## config.mk

```make
export PLATFORM = sky130hd
export DESIGN_NAME = p2d_ram
export DESIGN_NICKNAME = d
export VERILOG_FILES = /design/src/assert_macros.svh /design/src/p2d_ram.sv
export SDC_FILE = /design/constraint.sdc
export NUM_CORES = 1
export LEC_CHECK = 0
export BUFFER_PORTS_ARGS = -buffer_cell sky130_fd_sc_hd__buf_4
export CORE_MARGIN = 1.5
export CORE_UTILIZATION = 45
export CTS_CLUSTER_SIZE = 30
export DETAILED_ROUTE_END_ITERATION = 12
export PLACE_DENSITY = 0.69
export SLEW_MARGIN = 20
export SYNTH_ARGS = -nofsm -noshare
export SYNTH_HDL_FRONTEND = slang
export SYNTH_SLANG_ARGS = --single-unit
export TNS_END_PERCENT = 100
```

## constraint.sdc

```tcl
create_clock -name aclk -period 2.3 [get_ports aclk]
set_clock_uncertainty 0.1 [all_clocks]
set_input_delay 0.46 -clock aclk [delete_from_list [all_inputs] [get_ports aclk]]
set_output_delay 0.46 -clock aclk [all_outputs]
set_load 0.005 [all_outputs]
```

## src/assert_macros.svh

```systemverilog
// assertion macros shared by the pooling rtl
`ifndef ASSERT_MACROS_SVH
`define ASSERT_MACROS_SVH

// same-cycle implication, clocked on aclk, off during reset
`define P2D_ASSERT_IMP(label, ante, cons, msg) \
    label: assert property (@(posedge aclk) disable iff (!aresetn) (ante) |-> (cons)) \
        else $error(msg);

// next-cycle implication, clocked on aclk, off during reset
`define P2D_ASSERT_NEXT(label, ante, cons, msg) \
    label: assert property (@(posedge aclk) disable iff (!aresetn) (ante) |=> (cons)) \
        else $error(msg);

`endif

```

## src/p2d_ram.sv

```systemverilog
// generic single-port-write, registered-read ram
`timescale 1ns / 1ps

module p2d_ram #(
    parameter int WIDTH = 8,
    parameter int DEPTH = 16
) (
    input  logic                     aclk,
    input  logic                     we,
    input  logic [$clog2(DEPTH)-1:0] waddr,
    input  logic [WIDTH-1:0]         wdata,
    input  logic                     re,
    input  logic [$clog2(DEPTH)-1:0] raddr,
    output logic [WIDTH-1:0]         rdata
);

    logic [WIDTH-1:0] mem [DEPTH];

    always_ff @(posedge aclk) begin
        if (we) begin
            mem[waddr] <= wdata;
        end
        if (re) begin
            rdata <= mem[raddr];
        end
    end

endmodule

```

# Yosys cells after proc, flatten, opt, wreduce, memory -nomap -nowiden
# Memory sizes are Yosys's and may differ from the RTL's. A register that Yosys moved wholly into a read port is not among the register bits.
# Index checks and enable logic that the tools add are counted.
[classes]
mux = 2
[op_table]
columns = ["operator", "n"]
rows = [
  ["two-way mux 1 bit", 2],
]
[word_totals]
register_bits = 0
ramBits = 128
in_bits = 19
out_inout_bits = 8
elab_cells = 3
mem_count = 1
[mem_list]
columns = ["memory", "words", "width", "read_ports", "rd_ports_with_merged_regs", "wr", "line_no", "rtl"]
rows = [
  ["mem", 16, 8, 1, 1, 1, "p2d_ram.sv:17", "logic [WIDTH-1:0] mem [DEPTH];"],
]

# Logic depth before layout (Yosys ltp)
# Gate-level depths: netlist of the first run.
[logic_depth]
word_depth = 2
mapped_depth = 5
depth_no_buf = 3

# Worst setup path after synthesis of the first run
# Ideal clock, no wire load.
[synth_timing]
kind = "input to register"
from = "in waddr[2]"
to = "mem mem[0][0] (enable)"
setup_time_ns = 0.383
arrival_ns = 1.570
required_ns = 1.817
path_slack_ns = 0.247
stages = 2
path_buffers = 0
cell_sequence = "or3b_2 -> nor3_1"
[synth_rtl]
columns = ["element", "line_no", "rtl"]
rows = [
  ["start, declared", "p2d_ram.sv:10", "input logic [$clog2(DEPTH)-1:0] waddr,"],
  ["end, declared", "p2d_ram.sv:17", ""],
]
# Straight into the memory's write port.

==> flow_summary.json, run 1 <==
{
  "rows": 39,
  "tns_ps": 0,
  "setup_slack_ps": 573,
  "nNetsFinal": 307,
  "r2r_slack_ps": 650,
  "synth-edff-count": 136,
  "diodes": 0,
  "cts_setup_buffers": 0,
  "vdd_drop_max_mv": 0.493,
  "worst_setup_path_endpoint": "rdata[1]$_DFFE_PP_",
  "dp_hpwl_um": 6380,
  "ys_warn_count": 0,
  "ant_nets": 0,
  "synthArstFlopShare_pct": 0,
  "fin_util_pct": 55.8,
  "synthesis.area_um2": 5230,
  "ys_seq_area_share_pct": 78.1,
  "ctsResizeCount": 0,
  "grt_pass1_vias": 2556,
  "synth_top_area_share_pct": 78.1,
  "clkTransAtPathRegs_ps": 60,
  "antenna_found_initial": 0,
  "cpMostUsedCell": "buf_4",
  "overflow": 0,
  "synth_top_family_by_area": "multiplexers",
  "critPathCaptureType": "flip-flop",
  "leakage_nw": 2.17,
  "syn_inst": 229,
  "finalCritPeriodShare_pct": 75.1,
  "synth_cell_types": 18,
  "hold_class": "in -> reg",
  "cts-htree-levels": 4,
  "synth_top_cell_by_area": "edfxtp_1",
  "clk_path_buf_depth": 2,
  "synth_ff_type": "edfxtp_1",
  "wire_per_inst_um": 22.0,
  "r2r_cells": 3,
  "layout_min_cycle_time_ps": 1730,
  "cts_hold_buf": 0,
  "slew_headroom_pct": 74.3,
  "p_per_area_nw_per_um2": 929,
  "worstPathRequired_ps": 2360,
  "crit-reg2reg-capture": "rdata[7]$_DFFE_PP_",
  "initial_core_util_pct": 46.0,
  "max_freq_mhz": 579,
  "cts_made_buffers": 17,
  "grt_max_degree": 22,
  "maxSlewViolCount": 0,
  "setup_viol": 0,
  "cts_tree": "yes",
  "syn_avg_cell_area_um2": 22.8,
  "critPathKind": "in -> reg",
  "synth_compound_area_share_pct": 2.30,
  "hold_violations": 0,
  "synthXorXnorAreaFrac_pct": 0,
  "cp_cell_sequence": "buf_4 > buf_4 > buf_4 > mux4_1 > a22oi_1 > nand2_1",
  "synth_common_cells": "edfxtp_1 (136), mux4_2 (18), a22oi_1 (16), mux4_1 (14), nor2_1 (13)",
  "syn_nets": 248,
  "status": "finished clean",
  "clock_latency_ps": 400,
  "regToRegStartpoint": "mem[11][7]$_DFFE_PP_",
  "drt_first_pass_iters": 4,
  "max_cap_viol_count": 0,
  "synthTopCellsByArea": "edfxtp_1 (78%), mux4_2 (7.8%), mux4_1 (7.0%)",
  "worst_pin_slew_ps": 385,
  "area_growth_pct": 21.4,
  "arrival_ps": 1790,
  "grt_usage_pct": 17.4,
  "yosys-mux-area-fraction_pct": 14.8,
  "drc": 0,
  "wl_um": 9770,
  "num_io_pins": 27,
  "core_um2": 11400,
  "grt_pass1_wl_um": 15000,
  "totalPowerFinal_mw": 5.90,
  "synth_fa_ha_area_share_pct": 0,
  "die_area_um2": 12300,
  "gp_congestion": 0.711,
  "cp-startpoint": "raddr[0]",
  "drtIter0Drc": 189,
  "drive_gt1_share_pct": 33.6,
  "vias_per_cell": 5.57,
  "crit_fanout": 10,
  "clkSinkCount": 136,
  "rsz0062_at_grt": "no",
  "synth_seq_cells": 136,
  "synth_most_common_cell": "edfxtp_1",
  "cp_slowest_cell": "mux4_1",
  "synth-simple-area-share_pct": 3.14,
  "die_h_um": 111,
  "fp.dieW_um": 111,
  "dp_slack_ps": 112,
  "root_buffer": "clkbuf_16",
  "max_stage_delay_ps": 550,
  "num_vias": 2475,
  "port_buffers": 26,
  "start_kind": "input pin"
}
==> how the worst min path moves through the flow <==
stage / start / to / cells after the start
after floorplan: wdata[0] / mem[0][0]$_DFFE_PP_ / 0
after global placement: mem[4][0]$_DFFE_PP_ / rdata[0]$_DFFE_PP_ / 3
after detailed placement: mem[14][4]$_DFFE_PP_ / rdata[4]$_DFFE_PP_ / 3
after CTS: wdata[3] / mem[8][3]$_DFFE_PP_ / 1
after global routing: wdata[3] / mem[1][3]$_DFFE_PP_ / 1
final: wdata[3] / mem[8][3]$_DFFE_PP_ / 1
==> layout make-up <==
cell class                 count  area [µm²]
clock buffer                  17         425
clock inverter                15         201
fill                         823        5020
multi-input combinational     83        1060
sequential                   136        4080
tap                          143         179
timing repair buffer          50         400
==> layer usage <==
layer	vias up	GRT usage (%)	wire length (µm)
met5	-	0	0
met4	0	7.78	123
met3	10	4.48	545
met2	79	26.3	4820
met1	1285	24.0	4280
li1	1101	-	-
==> state kept, by name, indices dropped and copies added, names as in the netlist <==
signal and count:
mem 128, rdata 8
==> stage by stage <==
stage          instances  hold WS [ps]  instance area, µm²
4_1_cts              444           240                6350
6_report             444           256                6350
3_3_place_gp         412           620                5720
3_5_place_dp         412           634                5720
2_1_floorplan        229           459                5230
5_1_grt              444           256                6350
==> power by group <==
part	switching (mW)	total, mW	internal [mW]	leakage (nW)
clock	1.00	2.82	1.81	0.299
combinational	0.144	0.272	0.128	0.631
sequential	0.0163	2.81	2.79	1.24
==> worst max-delay path: cells and delay by family <==
family / cells / cell delay, ps
mux: 1 / 550
buf+inv: 3 / 470
compound gates: 1 / 220
simple gates: 1 / 80
==> kinds of logic (layout without fill, tap and decap cells) <==
family,after synthesis,in the layout
AND/OR/NAND/NOR,35,35
buffers and inverters,10,82
multiplexers,32,32
flip-flops,136,136
AO/OA/AOI/OAI,16,16
==> layout by cell type (no fill, tap or decap) <==
cell / count
bufinv_16: 4
nor2_1: 13
nand3_1: 1
clkinv_2: 3
nor3_1: 4
buf_4: 48
nand2b_1: 2
inv_6: 1
clkbuf_16: 17
and2b_1: 1
buf_12: 2
and2_1: 1
nand2_1: 9
edfxtp_1: 136
or3b_2: 1
clkinv_4: 4
nand3b_1: 2
a22oi_1: 16
nor2b_1: 1
mux4_2: 18
mux4_1: 14
clkinvlp_4: 3
No activity file was read; power rests on OpenSTA's default activity.
==> run 2: changes to the inputs <==
==> constraint.sdc (replaced) <==
create_clock -name aclk -period 1.79 [get_ports aclk]
set_clock_uncertainty 0.1 [all_clocks]
set_input_delay 0.358 -clock aclk [delete_from_list [all_inputs] [get_ports aclk]]
set_output_delay 0.358 -clock aclk [all_outputs]
set_load 0.005 [all_outputs]
==> run 2 against run 1 <==
Compared with the run above: largest cell class unchanged; cell area fell by 0.41%; core utilization fell by 0.23 points; sequential power rose by 28%; routed wire length fell by 0.80%; die area did not move; hold slack got worse by 100 ps.
==> flow_summary.json, run 2 (synthesized netlist as in run 1, its figures left out) <==
{
  "dp_slack_ps": -219,
  "tns_ps": 0,
  "grt_use_met1_pct": 22.7,
  "finalCritPeriodShare_pct": 90.4,
  "p_per_area_nw_per_um2": 1130,
  "largest-register": "mem",
  "p_int_mw": 5.76,
  "rsz0062_at_grt": "no",
  "clk_path_buf_depth": 2,
  "multi_input_area_um2": 1060,
  "num_vias": 2495,
  "rows": 39,
  "core_um2": 11400,
  "final_common_cell": "edfxtp_1",
  "die_area_um2": 12300,
  "ant_nets": 0,
  "overflow": 0,
  "switching_share_pct": 19.3,
  "arrival_ps": 1670,
  "totalPowerFinal_mw": 7.14,
  "initial_core_util_pct": 46.0,
  "vdd_drop_max_mv": 0.596,
  "cts_made_buffers": 17,
  "start_kind": "flip-flop",
  "cts_hold_buf": 0,
  "crit_fanout": 1,
  "fillerInstances": 849,
  "cts_setup_buffers": 0,
  "hold_class": "in -> reg",
  "max_cap_viol_count": 0,
  "worst_pin_slew_ps": 709,
  "regToRegStartpoint": "mem[1][0]$_DFFE_PP_",
  "critPathCaptureType": "flip-flop",
  "area_growth_pct": 20.9,
  "critPathKind": "reg -> reg",
  "leakage_nw": 2.17,
  "die_h_um": 111,
  "layout_min_cycle_time_ps": 1620,
  "seqCellArea_um2": 4080,
  "setup_viol": 0,
  "root_buffer": "clkbuf_16",
  "met3_usage_pct": 3.83,
  "drtIter0Drc": 162,
  "clkTransAtPathRegs_ps": 60,
  "port_buffers": 26,
  "grt_usage_pct": 17.0,
  "hold_violations": 0,
  "r2r_slack_ps": 170,
  "gp_congestion": 0.788,
  "largest_registers": "mem: 128 flops, rdata: 8 flops",
  "layout_common_cells": "edfxtp_1 (136), buf_4 (50), mux4_2 (18)",
  "grt_pass1_vias": 2607,
  "hp-start": "re",
  "num_io_pins": 27,
  "drt_first_pass_iters": 4,
  "globalRouteMet2Util_pct": 27.0,
  "maxSlewViolCount": 0,
  "seq_power_share_pct": 50.6,
  "cts-htree-levels": 4,
  "fin_util_pct": 55.6,
  "dp_hpwl_um": 6460,
  "drive_gt1_share_pct": 33.2,
  "wl_um": 9690,
  "r2r_cells": 3,
  "whs_endpoint": "rdata[6]$_DFFE_PP_",
  "status": "finished clean",
  "worstHoldPathCells": 1,
  "top_usage_layer": "met2",
  "nNetsFinal": 311,
  "vias_per_cell": 5.58,
  "fp.dieW_um": 111,
  "clockPowerShare_pct": 44.4,
  "worstPathRequired_ps": 1840,
  "max_freq_mhz": 618,
  "drc": 0,
  "clock_latency_ps": 410,
  "setup_slack_ps": 171,
  "grt_max_degree": 19,
  "diodes": 0,
  "grt_pass1_wl_um": 14900,
  "wire_per_inst_um": 21.7,
  "ctsResizeCount": 0,
  "cts_tree": "yes",
  "comb_power_share_pct": 5.1,
  "p_sw_mw": 1.38,
  "slew_headroom_pct": 52.5,
  "clkSinkCount": 136,
  "antenna_found_initial": 0,
  "largest_reg_flops": 128,
  "crit-reg2reg-capture": "rdata[0]$_DFFE_PP_"
}
==> run 2: area by class of cell <==
class | instances | area share, %
clock buffer | 17 | 6.73
clock inverter | 14 | 1.82
multi-input combinational | 83 | 16.8
sequential | 136 | 64.6
tap | 143 | 2.83
timing repair buffer | 54 | 7.21
==> run 2: critical path, stage by stage, from the launching register on <==
cell	delay [ps]
edfxtp_1	350
mux4_1	510
a22oi_1	290
nand2_1	100
==> run 2: worst max-delay path by stage <==
stage	slack (ps)	start	to	depth (start not counted)
after floorplan	50	raddr[0]	rdata[1]$_DFFE_PP_	5
after global placement	-230	raddr[0]	rdata[3]$_DFFE_PP_	5
after detailed placement	-220	raddr[0]	rdata[3]$_DFFE_PP_	5
after CTS	160	mem[1][0]$_DFFE_PP_	rdata[0]$_DFFE_PP_	3
after global routing	120	mem[1][0]$_DFFE_PP_	rdata[0]$_DFFE_PP_	3
final	170	mem[1][0]$_DFFE_PP_	rdata[0]$_DFFE_PP_	3
==> run 2: power by group through the flow <==
stage                     clock [mW]  combinational (mW)  sequential [mW]
final                           3.17               0.362             3.61
after global routing            3.33               0.388             3.61
after detailed placement           0               0.367             3.67
after floorplan                    0               0.181             3.67
after global placement             0               0.359             3.67
after CTS                       3.21               0.368             3.61
==> run 2: routing by layer <==
layer / vias up / part of all wire, %
met2: 97 / 50
met3: 12 / 6.4
li1: 1109 / -
met4: 0 / 1.5
met5: - / 0
met1: 1277 / 42
==> run 2: per-stage QoR <==
stage	instance area [µm²]	instances	hold slack (ps)
finish	6320	447	155
detailed placement	5780	416	582
CTS	6320	447	151
global route	6320	447	154
global placement	5780	416	570
floorplan	5230	229	357
==> run 3: changes to the inputs <==
--- a/config.mk
+++ b/config.mk
@@ -7,10 +7,10 @@
 export LEC_CHECK = 0
 export BUFFER_PORTS_ARGS = -buffer_cell sky130_fd_sc_hd__buf_4
 export CORE_MARGIN = 1.5
-export CORE_UTILIZATION = 45
+export CORE_UTILIZATION = 50
 export CTS_CLUSTER_SIZE = 30
 export DETAILED_ROUTE_END_ITERATION = 12
-export PLACE_DENSITY = 0.69
+export PLACE_DENSITY = 0.74
 export SLEW_MARGIN = 20
 export SYNTH_ARGS = -nofsm -noshare
 export SYNTH_HDL_FRONTEND = slang
==> run 3 against run 2 <==
Compared with the run above: via count decreased by 0.32%; global-route usage increased by 3.0 points; first-iteration DRC count down 3.7%; core utilization is 6.9 points higher; combinational power about the same; sequential power hardly changed; critical path depth unchanged; maximum frequency up 0.23%; clock-buffer cell count rose by 2; cell count shrank 2.0%; register-to-register slack barely moved; critical path type unchanged.
==> flow_summary.json, run 3 (synthesized netlist as in run 1, its figures left out) <==
{
  "start_kind": "flip-flop",
  "r2r_cells": 3,
  "p_int_mw": 6.16,
  "hold_violations": 0,
  "leakage_nw": 2.19,
  "grt_pass1_vias": 2545,
  "p_per_area_nw_per_um2": 1190,
  "diodes": 0,
  "drc": 0,
  "r2r_slack_ps": 180,
  "layout_common_cells": "edfxtp_1 (136), buf_4 (47), mux4_2 (18)",
  "hp-start": "wdata[0]",
  "cts-htree-levels": 4,
  "status": "finished clean",
  "antenna_found_initial": 0,
  "cts_made_buffers": 17,
  "rsz0062_at_grt": "no",
  "drtIter0Drc": 156,
  "num_io_pins": 27,
  "hold_class": "in -> reg",
  "clock_latency_ps": 520,
  "drt_first_pass_iters": 5,
  "max_freq_mhz": 619,
  "seq_power_share_pct": 47.5,
  "slew_headroom_pct": 50.3,
  "worst_pin_slew_ps": 743,
  "comb_power_share_pct": 4.8,
  "crit-reg2reg-capture": "rdata[1]$_DFFE_PP_",
  "crit_fanout": 1,
  "vias_per_cell": 5.68,
  "finalCritPeriodShare_pct": 90.2,
  "critPathCaptureType": "flip-flop",
  "vdd_drop_max_mv": 0.671,
  "hold_slack_ps": 41.0,
  "root_buffer": "clkbuf_8",
  "clockPowerShare_pct": 47.7,
  "core_um2": 10200,
  "regToRegStartpoint": "mem[1][1]$_DFFE_PP_",
  "maxSlewViolCount": 0,
  "clkTransAtPathRegs_ps": 60,
  "largest_registers": "mem: 128 flops, rdata: 8 flops",
  "nNetsFinal": 309,
  "final_common_cell": "edfxtp_1",
  "fp.dieW_um": 105,
  "clkSinkCount": 136,
  "die_area_um2": 11100,
  "ant_nets": 0,
  "cts_hold_buf": 0,
  "worstHoldPathCells": 1,
  "max_cap_viol_count": 0,
  "grt_pass1_wl_um": 15300,
  "critPathKind": "reg -> reg",
  "num_vias": 2487,
  "grt_max_degree": 17,
  "die_h_um": 105,
  "clk_path_buf_depth": 2,
  "whs_endpoint": "mem[6][0]$_DFFE_PP_",
  "overflow": 0,
  "layout_min_cycle_time_ps": 1610,
  "grt_usage_pct": 20.1,
  "wl_um": 10100,
  "initial_core_util_pct": 51.1,
  "gp_congestion": 0.790,
  "cts_tree": "yes",
  "port_buffers": 26,
  "fin_util_pct": 62.5,
  "area_growth_pct": 22.3,
  "p_sw_mw": 1.44,
  "worstPathRequired_ps": 1940,
  "largest-register": "mem",
  "arrival_ps": 1770,
  "ctsResizeCount": 0,
  "rows": 37,
  "wire_per_inst_um": 23.0,
  "switching_share_pct": 19.0,
  "cts_setup_buffers": 0,
  "largest_reg_flops": 128,
  "setup_viol": 0,
  "drive_gt1_share_pct": 33.1,
  "dp_hpwl_um": 6350
}
==> run 3: how the worst max path moves through the flow <==
stage	startpoint	to	slack, ps	cells past startpoint
floorplan	raddr[0]	rdata[1]$_DFFE_PP_	50	5
global placement	raddr[0]	rdata[1]$_DFFE_PP_	-180	5
detailed placement	raddr[0]	rdata[1]$_DFFE_PP_	-200	5
CTS	mem[1][1]$_DFFE_PP_	rdata[1]$_DFFE_PP_	190	3
global route	mem[8][4]$_DFFE_PP_	rdata[4]$_DFFE_PP_	130	3
finish	mem[1][1]$_DFFE_PP_	rdata[1]$_DFFE_PP_	180	3
==> run 3: per-stage QoR <==
stage	cells	setup WS, ps	power (mW)	instance area [µm²]	TNS, ps
detailed placement	407	-201	4.04	5770	-927
global placement	407	-185	4.03	5770	-865
CTS	438	189	7.65	6390	0
global route	438	130	7.79	6390	0
floorplan	229	49.6	3.85	5230	0
finish	438	175	7.60	6390	0
==> run 3: final cells by class <==
cell class,count,area (µm²)
fill,665,3840
multi-input combinational,83,1060
sequential,136,4080
timing repair buffer,52,453
clock inverter,12,200
tap,136,170
clock buffer,19,422
==> run 3: per-layer routing <==
| metal | up-vias | share of wire (%) | GRT usage, % |
|---|---|---|---|
| li1 | 1101 | - | - |
| met1 | 1251 | 41 | 27.7 |
| met2 | 124 | 49 | 31.1 |
| met3 | 11 | 8.6 | 5.32 |
| met4 | 0 | 1.2 | 7.63 |
| met5 | - | 0 | 0 |
==> run 3: power by group through the flow <==
stage,sequential [mW],clock [mW],combinational [mW]
floorplan,3.67,0,0.181
global placement,3.67,0,0.355
detailed placement,3.68,0,0.363
CTS,3.61,3.67,0.368
global route,3.62,3.78,0.391
finish,3.61,3.62,0.364
==> run 3: critical path, stage by stage (launching register included) <==
cell	delay, ps
edfxtp_1	360
mux4_1	520
a22oi_1	270
nand2_1	110
