<file path="src/assert_macros.svh">
// assertion macros shared by the pooling rtl
`ifndef ASSERT_MACROS_SVH
`define ASSERT_MACROS_SVH

// same-cycle implication, clocked on aclk, off during reset
`define P2D_ASSERT_IMP(label, ante, cons, msg) \
    label: assert property (@(posedge aclk) disable iff (!aresetn) (ante) |-> (cons)) \
        else $error(msg);

// next-cycle implication, clocked on aclk, off during reset
`define P2D_ASSERT_NEXT(label, ante, cons, msg) \
    label: assert property (@(posedge aclk) disable iff (!aresetn) (ante) |=> (cons)) \
        else $error(msg);

`endif

</file>
<file path="src/p2d_pkg.sv">
// shared types, constants and helpers of the 2-d pooling block
`timescale 1ns / 1ps

package p2d_pkg;

    localparam int MAX_IMAGE_WIDTH = 1024;
    localparam int MAX_IMAGE_HEIGHT = 1024;
    localparam int MAX_POOL = 8;
    localparam int SAMPLE_BITS = 16;

    localparam int POOL_BITS = 4;
    localparam int IMG_BITS = 11;
    localparam int POS_BITS = 10;
    localparam int OFF_BITS = 3;
    localparam int SUM_BITS = 22;
    localparam int DIV_BITS = 7;
    localparam int DIV_STEPS = SUM_BITS;
    localparam int DIV_CNT_BITS = 5;
    localparam int ADDR_BITS = 5;

    // register indexes (paddr[4:2])
    localparam logic [2:0] REG_MODE = 3'd0;
    localparam logic [2:0] REG_POOL_WIDTH = 3'd1;
    localparam logic [2:0] REG_POOL_HEIGHT = 3'd2;
    localparam logic [2:0] REG_IMAGE_WIDTH = 3'd3;
    localparam logic [2:0] REG_IMAGE_HEIGHT = 3'd4;

    localparam logic MODE_MAX = 1'b0;
    localparam logic MODE_AVG = 1'b1;

    typedef enum logic [1:0] {
        ST_IDLE,
        ST_MODIFY,
        ST_DIV,
        ST_OUT
    } state_t;

    // one column entry of the partial store
    typedef struct packed {
        logic signed [SAMPLE_BITS-1:0] best;
        logic [OFF_BITS-1:0]           off_x;
        logic [OFF_BITS-1:0]           off_y;
        logic signed [SUM_BITS-1:0]    sum;
    } entry_t;

    localparam int ENTRY_BITS = $bits(entry_t);

    typedef struct packed {
        logic busy;
        logic done;
    } div_stat_t;

    function automatic logic [POOL_BITS-1:0] clamp_pool(input logic [POOL_BITS-1:0] v);
        logic [POOL_BITS-1:0] r;
        if (v == '0) begin
            r = POOL_BITS'(1);
        end else if (v > POOL_BITS'(MAX_POOL)) begin
            r = POOL_BITS'(MAX_POOL);
        end else begin
            r = v;
        end
        return r;
    endfunction

    function automatic logic [IMG_BITS-1:0] clamp_img(input logic [IMG_BITS-1:0] v,
                                                     input logic [IMG_BITS-1:0] hi);
        logic [IMG_BITS-1:0] r;
        if (v == '0) begin
            r = IMG_BITS'(1);
        end else if (v > hi) begin
            r = hi;
        end else begin
            r = v;
        end
        return r;
    endfunction

endpackage

</file>
<file path="src/p2d_div.sv">
// bit-serial signed divider for the window average, truncates toward zero
`timescale 1ns / 1ps

module p2d_div
    import p2d_pkg::*;
(
    input  logic                          aclk,
    input  logic                          aresetn,
    input  logic                          start,
    input  logic signed [SUM_BITS-1:0]    dividend,
    input  logic [DIV_BITS-1:0]           divisor,
    output logic signed [SAMPLE_BITS-1:0] quotient,
    output div_stat_t                     stat
);

    logic                    busy_reg, busy_next;
    logic                    done_reg, done_next;
    logic [DIV_CNT_BITS-1:0] cnt_reg, cnt_next;
    logic [SUM_BITS-1:0]     num_reg, num_next;
    logic [DIV_BITS-1:0]     rem_reg, rem_next;
    logic [DIV_BITS-1:0]     den_reg, den_next;
    logic                    neg_reg, neg_next;
    logic [DIV_BITS:0]       trial;
    logic [SUM_BITS-1:0]     q_signed;

    always_comb begin
        busy_next = busy_reg;
        done_next = 1'b0;
        cnt_next  = cnt_reg;
        num_next  = num_reg;
        rem_next  = rem_reg;
        den_next  = den_reg;
        neg_next  = neg_reg;
        trial     = {rem_reg, num_reg[SUM_BITS-1]};
        if (start) begin
            busy_next = 1'b1;
            cnt_next  = DIV_CNT_BITS'(DIV_STEPS - 1);
            neg_next  = dividend[SUM_BITS-1];
            num_next  = dividend[SUM_BITS-1] ? SUM_BITS'(-dividend) : SUM_BITS'(dividend);
            rem_next  = '0;
            den_next  = divisor;
        end else if (busy_reg) begin
            // restoring step: one quotient bit per cycle
            if (trial >= {1'b0, den_reg}) begin
                rem_next = DIV_BITS'(trial - {1'b0, den_reg});
                num_next = {num_reg[SUM_BITS-2:0], 1'b1};
            end else begin
                rem_next = trial[DIV_BITS-1:0];
                num_next = {num_reg[SUM_BITS-2:0], 1'b0};
            end
            cnt_next = cnt_reg - DIV_CNT_BITS'(1);
            if (cnt_reg == '0) begin
                busy_next = 1'b0;
                done_next = 1'b1;
            end
        end
    end

    always_ff @(posedge aclk) begin
        if (!aresetn) begin
            busy_reg <= 1'b0;
            done_reg <= 1'b0;
        end else begin
            busy_reg <= busy_next;
            done_reg <= done_next;
        end
        cnt_reg <= cnt_next;
        num_reg <= num_next;
        rem_reg <= rem_next;
        den_reg <= den_next;
        neg_reg <= neg_next;
    end

    assign q_signed  = neg_reg ? (~num_reg + SUM_BITS'(1)) : num_reg;
    assign quotient  = q_signed[SAMPLE_BITS-1:0];
    assign stat.busy = busy_reg;
    assign stat.done = done_reg;

endmodule

</file>
<file path="config.mk">
export PLATFORM = sky130hd
export DESIGN_NAME = p2d_div
export DESIGN_NICKNAME = d
export VERILOG_FILES = /design/src/assert_macros.svh /design/src/p2d_pkg.sv /design/src/p2d_div.sv
export SDC_FILE = /design/constraint.sdc
export NUM_CORES = 1
export LEC_CHECK = 0
export ABC_AREA = 1
export BUFFER_PORTS_ARGS = -buffer_cell sky130_fd_sc_hd__buf_2
export CAP_MARGIN = 0
export CORE_MARGIN = 3
export CORE_UTILIZATION = 55
export CTS_CLUSTER_SIZE = 14
export DETAILED_ROUTE_END_ITERATION = 6
export PLACE_DENSITY = 0.78
export SLEW_MARGIN = 20
export SYNTH_ARGS = -nofsm -noshare
export SYNTH_HDL_FRONTEND = slang
export SYNTH_SLANG_ARGS = --single-unit
</file>
<file path="constraint.sdc">
create_clock -name aclk -period 2.5 [get_ports aclk]
set_input_delay 0.5 -clock aclk [delete_from_list [all_inputs] [get_ports aclk]]
set_output_delay 0.5 -clock aclk [all_outputs]
set_load 0.1 [all_outputs]
</file>
* After elaboration in Yosys (flattened, before gate mapping) *
Cells that the tools add are included.

cells by class
  add/subtract/negate cells = 4
  $lt $le $gt $ge = 1
  mux-type cells = 10
  bitwise logic cells = 3
  reduce and logical (&&, ||, !) cells = 3

operator list
  kind                                               count
  two-way mux 22 bit                                 3
  negation 22 bit                                    1
  adder 16 x 1 -> 16 bit (second input constant)     1
  two-way mux 16 bit                                 1
  inverter 16 bit                                    1
  greater-or-equal comparator 8 x 7 -> 1 bit         1
  two-way mux 7 bit                                  1
  subtractor 7 bit                                   1
  zero test 5 bit                                    1
  two-way mux 1 bit                                  5
  subtractor 5 x 1 -> 5 bit (second input constant)  1
  OR reduction 3 bit                                 1
  inverter 1 bit                                     2
  nonzero test 2 bit                                 1

word-level totals
  flip-flop bits (word level) = 44
  bits of input ports = 32
  logic and storage cells = 28

* Longest topological paths before layout *
Gate-level depths: netlist of the first run.

  depth in word-level cells = 4
  depth in mapped cells = 10

* Worst setup path after synthesis of the first run *
OpenSTA, ideal clock, no wires.

  kind = flip-flop to output port
  start point = reg neg_reg
  end point = out quotient[1]
  data arrival time = 2733 ps
  path slack = -733 ps
  stages on the path, launching flop included = 3
  path buffers = 1
  cell sequence = edfxtp_1 clkbuf_1 o21ai_0

between the ends
  cells in the longest elaborated chain, start to end = 1

RTL lines
  item                      line           RTL
  start: declaration        p2d_div.sv:22  logic neg_reg, neg_next;
  start signal: assignment  p2d_div.sv:71  neg_reg <= neg_next;
  two-way mux 16 bit        p2d_div.sv:74  assign q_signed = neg_reg ? (~num_reg + SUM_BITS'(1)) : num_reg;
  end: declaration          p2d_div.sv:12  output logic signed [SAMPLE_BITS-1:0] quotient,

Every way passes these cells.

* Final worst setup path of the first run *
  start point = reg num_reg[4]
  end point = out quotient[15]

between the ends
  cells in the longest elaborated chain, start to end = 3

RTL lines
  item                      line           RTL
  start: declaration        p2d_div.sv:19  logic [SUM_BITS-1:0] num_reg, num_next;
  start signal: assignment  p2d_div.sv:68  num_reg <= num_next;
  inverter 16 bit           p2d_div.sv:74
  adder 16 x 1 -> 16 bit    p2d_div.sv:74
  two-way mux 16 bit        p2d_div.sv:74

Every way passes these cells.

==> metrics.yaml, run 1 <==
insertion_delay_ps: 290
rows: 25
worst_path_cell_trace: "nor2_2 > nand3_1 > nor2_2 > nand2_1 > o21ai_1 > buf_4 > xor2_4 > buf_12"
first_pass_iters: 4
grt_start_max_net_pins: 25
power_frac_clock_pct: 18.6
max_stage_delay_ps: 470
cts.sink_count: 44
most_used_cells_in_the_layout_excluding_fill_and_tap_cells: "96 x sky130_fd_sc_hd__nand2_1, 47 x sky130_fd_sc_hd__inv_1, 40 x sky130_fd_sc_hd__buf_2"
grt.overflow.total: 0
max_slew_margin_pct: 66.55
critPathMostFrequentCell: "sky130_fd_sc_hd__nor2_2"
wirelength_um: 6618
nNetsFinal: 488
synth_cell_types: 32
final_min_period_over_clock_period_pct: 97.87
via_count_of_the_first_global_routing_pass: 2580
combinationalPowerShare_pct: 43.3
cts-buffers-inserted: 5
synth-edff-count: 30
setup_viol: 0
post_route_utilization_pct: 75.72
critPathLaunchType: "flip-flop"
cp_num_buf_inv: 2
sequentialPowerShare_pct: 38.1
final-max-slew-violation-count: 0
max_freq_mhz: 408.7
path_max_fanout: 3
setup_total_negative_slack_ps: 0
cts_tree: "built"
p_leak_nw: 1.718
i_o_pin_count: 50
drt_first_iter_violations: 143
gp_congestion: 0.8489
top_layer_used: "met4"
ys_dominant_reg_cell: "sky130_fd_sc_hd__edfxtp_1"
grt_first_pass_wirelength_um: 11100
synth.ff_latch_count: 44
ctsHoldBuffers: 0
route.antenna.remaining_nets: 0
count_of_mapped_cells_out_of_synthesis: 386
die-width_um: 79.03
final_period_minus_worst_setup_slack_ps: 2447
pre_cts_slack_ps: 139.0
hold_class: "in -> reg"
drc_errors: 0
numPortBuffers: 49
cell_internal_pwr_mw: 1.381
core_region_area_mm2: 0.004942
worst_pin_slew_ps: 501.2
num_vias: 2698
mappedNetlistArea_mm2: 0.002933
cts.path.max_buffers: 2
number_of_antenna_violations_at_the_first_check_in_global_routing: 0
flow.area_growth_from_synthesis_pct: 27.60
dr_wl_met3_um: 379
layout.filler_cells: 374
holdWs_ps: 373.4
met1Wirelength_um: 2907
initial_core_util_pct: 59.34
rsz0062_at_grt: "yes"
clock_tree.root_cell: "sky130_fd_sc_hd__clkbuf_8"
power.net_switching_mw: 1.015
h-tree-depth: 2
antenna_diode_count: 0
power_switching_share_pct: 42.36
max_cap_violations: 0
syn-mean-instance-area_um2: 7.598
ys_async_sr_fraction_pct: 0
grt_usage_pct: 22.09
route.detailed.wl_per_inst_um: 12.93
clock_skew_ps: 7.603
yosys_warnings: 0
outcome: "finished clean"
final_critical_path_setup_slack_ps: 53.37
syn_nets: 430
critical_path_required_ps: 2000
detail_route.vias_per_cell: 5.270
final_area_mm2: 0.003742
ir_worst_vdd_v: 0.0003588
final_hold_viol_count: 0
seq_area_frac_synth_pct: 40.27
post_dp_cell_area_mm2: 0.003532
clk_transition_reported_paths_ps: 90
timing.critical_path.arrival_ps: 1950
largest_register_ffs: 22
die-area_mm2: 0.006245
drive_gt1_share_pct: 23.60
mostFrequentLayoutCell: "sky130_fd_sc_hd__nand2_1"
power-per-cell-area_mw_per_mm2: 640.2
hpwlAfterDp_um: 5043
timing.critical_path.max_delay_family: "simple AND/OR/NAND/NOR gates"
critPathSlowestCell: "sky130_fd_sc_hd__edfxtp_1"
die_h_um: 79.03
setup.worst_path.class: "reg -> out"
dr_wl_met2_um: 3263
worst_setup_path_end_kind: "output port"
==> per-layer routing <==
layer	GRT usage, %	up-vias
li1	-	1369
met1	29.00	1249
met4	7.560	0
met3	2.834	6
met5	0	-
met2	37.63	74
==> power groups by stage <==
stage                     combinational [mW]  sequential [mW]  clock, mW
after global placement                 0.976            0.925          0
after detailed placement               0.988            0.927          0
after CTS                              0.993            0.912      0.454
after global routing                    1.11            0.920      0.495
final                                   1.04            0.913      0.445
after floorplan                        0.743            0.911          0
==> worst register-to-register path, cell delays in order, from the launching register on <==
cell and delay (ps):
sky130_fd_sc_hd__edfxtp_1 360, sky130_fd_sc_hd__inv_1 50, sky130_fd_sc_hd__ha_1 230, sky130_fd_sc_hd__fa_1 420
sky130_fd_sc_hd__o21ai_2 240, sky130_fd_sc_hd__nand2_1 100, sky130_fd_sc_hd__nand3_2 210, sky130_fd_sc_hd__nand2_1 130
sky130_fd_sc_hd__o21ai_0 100
==> path summary, 6_finish.rpt <==
path,startpoint,end,slack [ps],cells past startpoint
max,num_reg[4],quotient[15],50,8
min,divisor[0],den_reg[0],370,1
max reg2reg,num_reg[21],num_reg[0],510,8
min reg2reg,rem_reg[5],rem_reg[5],490,2
==> synthesized netlist by cell type, types with 2 or more instances <==
library cell               instances  area (um2)
sky130_fd_sc_hd__xor2_1           17       148.9
sky130_fd_sc_hd__xnor2_1          12       105.1
sky130_fd_sc_hd__edfxtp_1         30       900.9
sky130_fd_sc_hd__a21oi_1          10       50.05
sky130_fd_sc_hd__inv_1            51       191.4
sky130_fd_sc_hd__buf_4             3       22.52
sky130_fd_sc_hd__nand4_1           6       37.54
sky130_fd_sc_hd__clkbuf_1          5       18.77
sky130_fd_sc_hd__o211ai_1          6       45.04
sky130_fd_sc_hd__o21ai_0          31       155.2
sky130_fd_sc_hd__nor2_1           37       138.9
sky130_fd_sc_hd__dfxtp_1          14       280.3
sky130_fd_sc_hd__nand2_1         100       375.4
sky130_fd_sc_hd__or2_2             2       12.51
sky130_fd_sc_hd__nand3_1          26       130.1
sky130_fd_sc_hd__buf_2             3       15.01
sky130_fd_sc_hd__ha_1             11       137.6
sky130_fd_sc_hd__a31oi_1           3       18.77
sky130_fd_sc_hd__nor3_1            5       25.02
sky130_fd_sc_hd__nand3b_1          2       15.01
==> layout make-up <==
cell class	count	area [um2]	share of cell area [%]
Inverter	51	193.9	5.182
Sequential cell	44	1181	31.56
Clock inverter	3	20.02	0.5349
Timing Repair Buffer	63	473.0	12.64
Clock buffer	5	68.82	1.839
Tap cell	67	83.83	2.240
Multi-Input combinational cell	279	1722	46.00
==> cell families after synthesis <==
group | synth area share [%]
flip-flops | 40.27
XOR/XNOR | 8.660
buffers and inverters | 8.831
AO/OA/AOI/OAI | 10.50
adder cells (fa/ha/maj) | 5.375
AND/OR/NAND/NOR | 26.37
==> repair_timing <==
item,4_1_cts,5_1_grt
setup endpoints to repair,4,8
gates resized for setup,2,21
hold endpoints to repair,0,0
pin swaps,1,7
buffers inserted,0,7
cloned,0,0
==> stage by stage <==
stage,instances,power [mW]
5_1_grt,512,2.521
3_3_place_gp,497,1.901
2_1_floorplan,386,1.655
6_report,512,2.396
4_1_cts,505,2.359
3_5_place_dp,497,1.916
Note: power is estimated with default switching activity, not from simulation.
==> run 2, diff against run 1 <==
--- a/config.mk
+++ b/config.mk
@@ -8,11 +8,14 @@
 export ABC_AREA = 1
 export BUFFER_PORTS_ARGS = -buffer_cell sky130_fd_sc_hd__buf_2
 export CAP_MARGIN = 0
+export CELL_PAD_IN_SITES_DETAIL_PLACEMENT = 0
+export CELL_PAD_IN_SITES_GLOBAL_PLACEMENT = 1
 export CORE_MARGIN = 3
-export CORE_UTILIZATION = 55
+export CORE_UTILIZATION = 44
 export CTS_CLUSTER_SIZE = 14
 export DETAILED_ROUTE_END_ITERATION = 6
-export PLACE_DENSITY = 0.78
+export PLACE_DENSITY = 0.85
+export SKIP_LAST_GASP = 1
 export SLEW_MARGIN = 20
 export SYNTH_ARGS = -nofsm -noshare
 export SYNTH_HDL_FRONTEND = slang
==> constraint.sdc (replaced) <==
create_clock -name aclk -period 3.1 [get_ports aclk]
set_input_delay 0.62 -clock aclk [delete_from_list [all_inputs] [get_ports aclk]]
set_output_delay 0.62 -clock aclk [all_outputs]
set_load 0.1 [all_outputs]
==> run 2 against run 1 <==
Hold slack better by 100 ps. Combinational power shrank 35%. Global-route usage down 4.3 points.
==> metrics.yaml, run 2 (synthesis results as in run 1) <==
post_dp_cell_area_mm2: 0.003259  # -7.7%
cts_tree: "built"
power.net_switching_mw: 0.7576  # -25%
setup.worst_path.class: "reg -> out"
number_of_antenna_violations_at_the_first_check_in_global_routing: 0  # unchanged
max_cap_violations: 0  # unchanged
via_count_of_the_first_global_routing_pass: 2490  # -3.5%
largest_register_ffs: 22  # unchanged
worst_pin_slew_ps: 905.4  # +404.2 ps
grt.overflow.total: 0  # unchanged
power_frac_clock_pct: 20.9  # +2.3 points
ir_worst_vdd_v: 0.0002818  # -21%
nNetsFinal: 477  # -2.3%
antenna_diode_count: 0  # unchanged
r2r-start: "den_reg[0]"
drive_gt1_share_pct: 16.13  # -7.5 points
critPathLaunch: "num_reg[0]"
cell_internal_pwr_mw: 1.023  # -26%
detail_route.vias_per_cell: 5.025  # -4.6%
flow.area_growth_from_synthesis_pct: 14.38
multiInputGateArea_mm2: 0.001523  # -12%
worst_setup_path_end_kind: "output port"
final-max-slew-violation-count: 0  # unchanged
sequentialPowerShare_pct: 41.0  # +2.9 points
max_slew_margin_pct: 39.57  # -27 points
critPathLaunchType: "flip-flop"
layout.filler_cells: 625  # +67%
route.detailed.wl_per_inst_um: 12.55  # -2.9%
gp_congestion: 0.8442  # -0.55%
ctsHoldBuffers: 0  # unchanged
max_freq_mhz: 345.5
max_stage_delay_ps: 440  # -30 ps
drt_first_iter_violations: 123  # -14%
grt_first_pass_wirelength_um: 10950  # -1.4%
final_area_mm2: 0.003354  # -10%
initial_core_util_pct: 45.67  # -14 points
route.antenna.remaining_nets: 0  # unchanged
most_used_cells_in_the_layout_excluding_fill_and_tap_cells: "100 x sky130_fd_sc_hd__nand2_1, 51 x sky130_fd_sc_hd__inv_1, 48 x sky130_fd_sc_hd__buf_2"
first_pass_iters: 4  # unchanged
clk_transition_reported_paths_ps: 90  # about the same
rsz0062_at_grt: "no"
final_period_minus_worst_setup_slack_ps: 2895
worst_path_cell_trace: "inv_1 > ha_1 > nand2_1 > nor3_1 > nand4_1 > nand2_1 > xor2_2 > buf_2"
timing.critical_path.arrival_ps: 2270  # +320 ps
cts.path.max_buffers: 2  # unchanged
critPathSlowestCell: "sky130_fd_sc_hd__buf_2"
insertion_delay_ps: 300  # about the same
setup_viol: 0  # unchanged
critPathMostFrequentCell: "sky130_fd_sc_hd__nand2_1"
cts-buffers-inserted: 5  # unchanged
grt_start_max_net_pins: 26  # +4.0%
die_h_um: 87.64  # +11%
final_hold_viol_count: 0  # unchanged
clock_tree.root_cell: "sky130_fd_sc_hd__clkbuf_8"
die-area_mm2: 0.007681  # +23%
critical_path_required_ps: 2480  # +480 ps
core_region_area_mm2: 0.006422  # +30%
clock_skew_ps: 10.86  # +3.259 ps
hpwlAfterDp_um: 5039  # about the same
grt_usage_pct: 17.80  # -4.3 points
seqCellArea_mm2: 0.001181  # unchanged
hold_class: "reg -> reg"
outcome: "finished clean"
wirelength_um: 6414  # -3.1%
post-cts-setup-buffer-count: 0  # unchanged
mostFrequentLayoutCell: "sky130_fd_sc_hd__nand2_1"
path_max_fanout: 4  # +1
final_min_period_over_clock_period_pct: 93.37
i_o_pin_count: 50  # unchanged
die-width_um: 87.64  # +11%
h-tree-depth: 2  # unchanged
start_point_of_the_worst_hold_path: "rem_reg[5]"
rows: 29  # +16%
power-per-cell-area_mw_per_mm2: 530.9  # -17%
numPortBuffers: 49  # unchanged
drc_errors: 0  # unchanged
combinationalPowerShare_pct: 38.1  # -5.2 points
power_switching_share_pct: 42.55  # +0.19 points
p_leak_nw: 1.564  # -9.0%
setup_total_negative_slack_ps: 0  # unchanged
cts_resized: 0  # -2
num_vias: 2568  # -4.8%
cts.sink_count: 44  # unchanged
## run 2: cell types whose count changed in the layout (fill, tap and decap cells not counted), moves of 3 or more
cell,before,now
sky130_fd_sc_hd__nand2_4,3,0
sky130_fd_sc_hd__xor2_4,6,0
sky130_fd_sc_hd__inv_2,3,0
sky130_fd_sc_hd__nand2_1,96,100
sky130_fd_sc_hd__xor2_1,9,13
sky130_fd_sc_hd__xnor2_1,7,12
sky130_fd_sc_hd__buf_2,40,48
sky130_fd_sc_hd__buf_12,8,0
sky130_fd_sc_hd__inv_1,47,51
sky130_fd_sc_hd__xnor2_2,5,0
sky130_fd_sc_hd__buf_4,14,3
## run 2: critical path, delay by kind of cell, from the launching register on
family / cells / cell delay (ps)
buf+inv: 2 / 560
xor+xnor: 1 / 150
fa+ha+maj: 1 / 180
flops: 1 / 390
simple gates: 4 / 680
## run 2: layer usage
metal,vias to the layer above,global-route usage [%],wire (um)
met5,-,0,0
met2,57,31.03,2998
met3,13,2.258,216
li1,1350,-,-
met1,1148,22.81,3081
met4,0,5.718,118
## run 2: power groups by stage
stage                     Combinational, mW  Sequential (mW)  Clock (mW)
after floorplan                       0.564            0.730           0
after global placement                0.676            0.741           0
after detailed placement              0.679            0.743           0
after CTS                             0.681            0.730       0.386
after global routing                  0.731            0.737       0.411
final                                 0.678            0.730       0.373
## run 2: final timing paths
kind	to	slack, ps	depth (start not counted)
worst max-delay path	quotient[12]	210	8
worst min-delay path	rem_reg[5]	480	2
worst max register to register	rem_reg[0]	1070	8
worst min register to register	rem_reg[5]	480	2
## run 2: area by class of cell
class,count,share of cell area [%]
timing repair buffer,52,8.057
clock buffer,7,2.574
tap,77,2.872
multi-input combinational,279,45.39
sequential,44,35.21
clock inverter,1,0.1865
inverter,51,5.707
## run 2: stage by stage
| step | power, mW | util (%) | cells | hold slack [ps] | worst slack, ps |
|---|---|---|---|---|---|
| final | 1.781 | 52.23 | 511 | 478.1 | 205.4 |
| after global routing | 1.879 | 52.23 | 511 | 478.6 | 25.58 |
| after CTS | 1.797 | 52.19 | 511 | 480.3 | 131.3 |
| after detailed placement | 1.422 | 50.75 | 503 | 466.4 | 460.9 |
| after global placement | 1.417 | 50.75 | 503 | 466.0 | 514.9 |
| after floorplan | 1.294 | - | 386 | 443.6 | 45.13 |
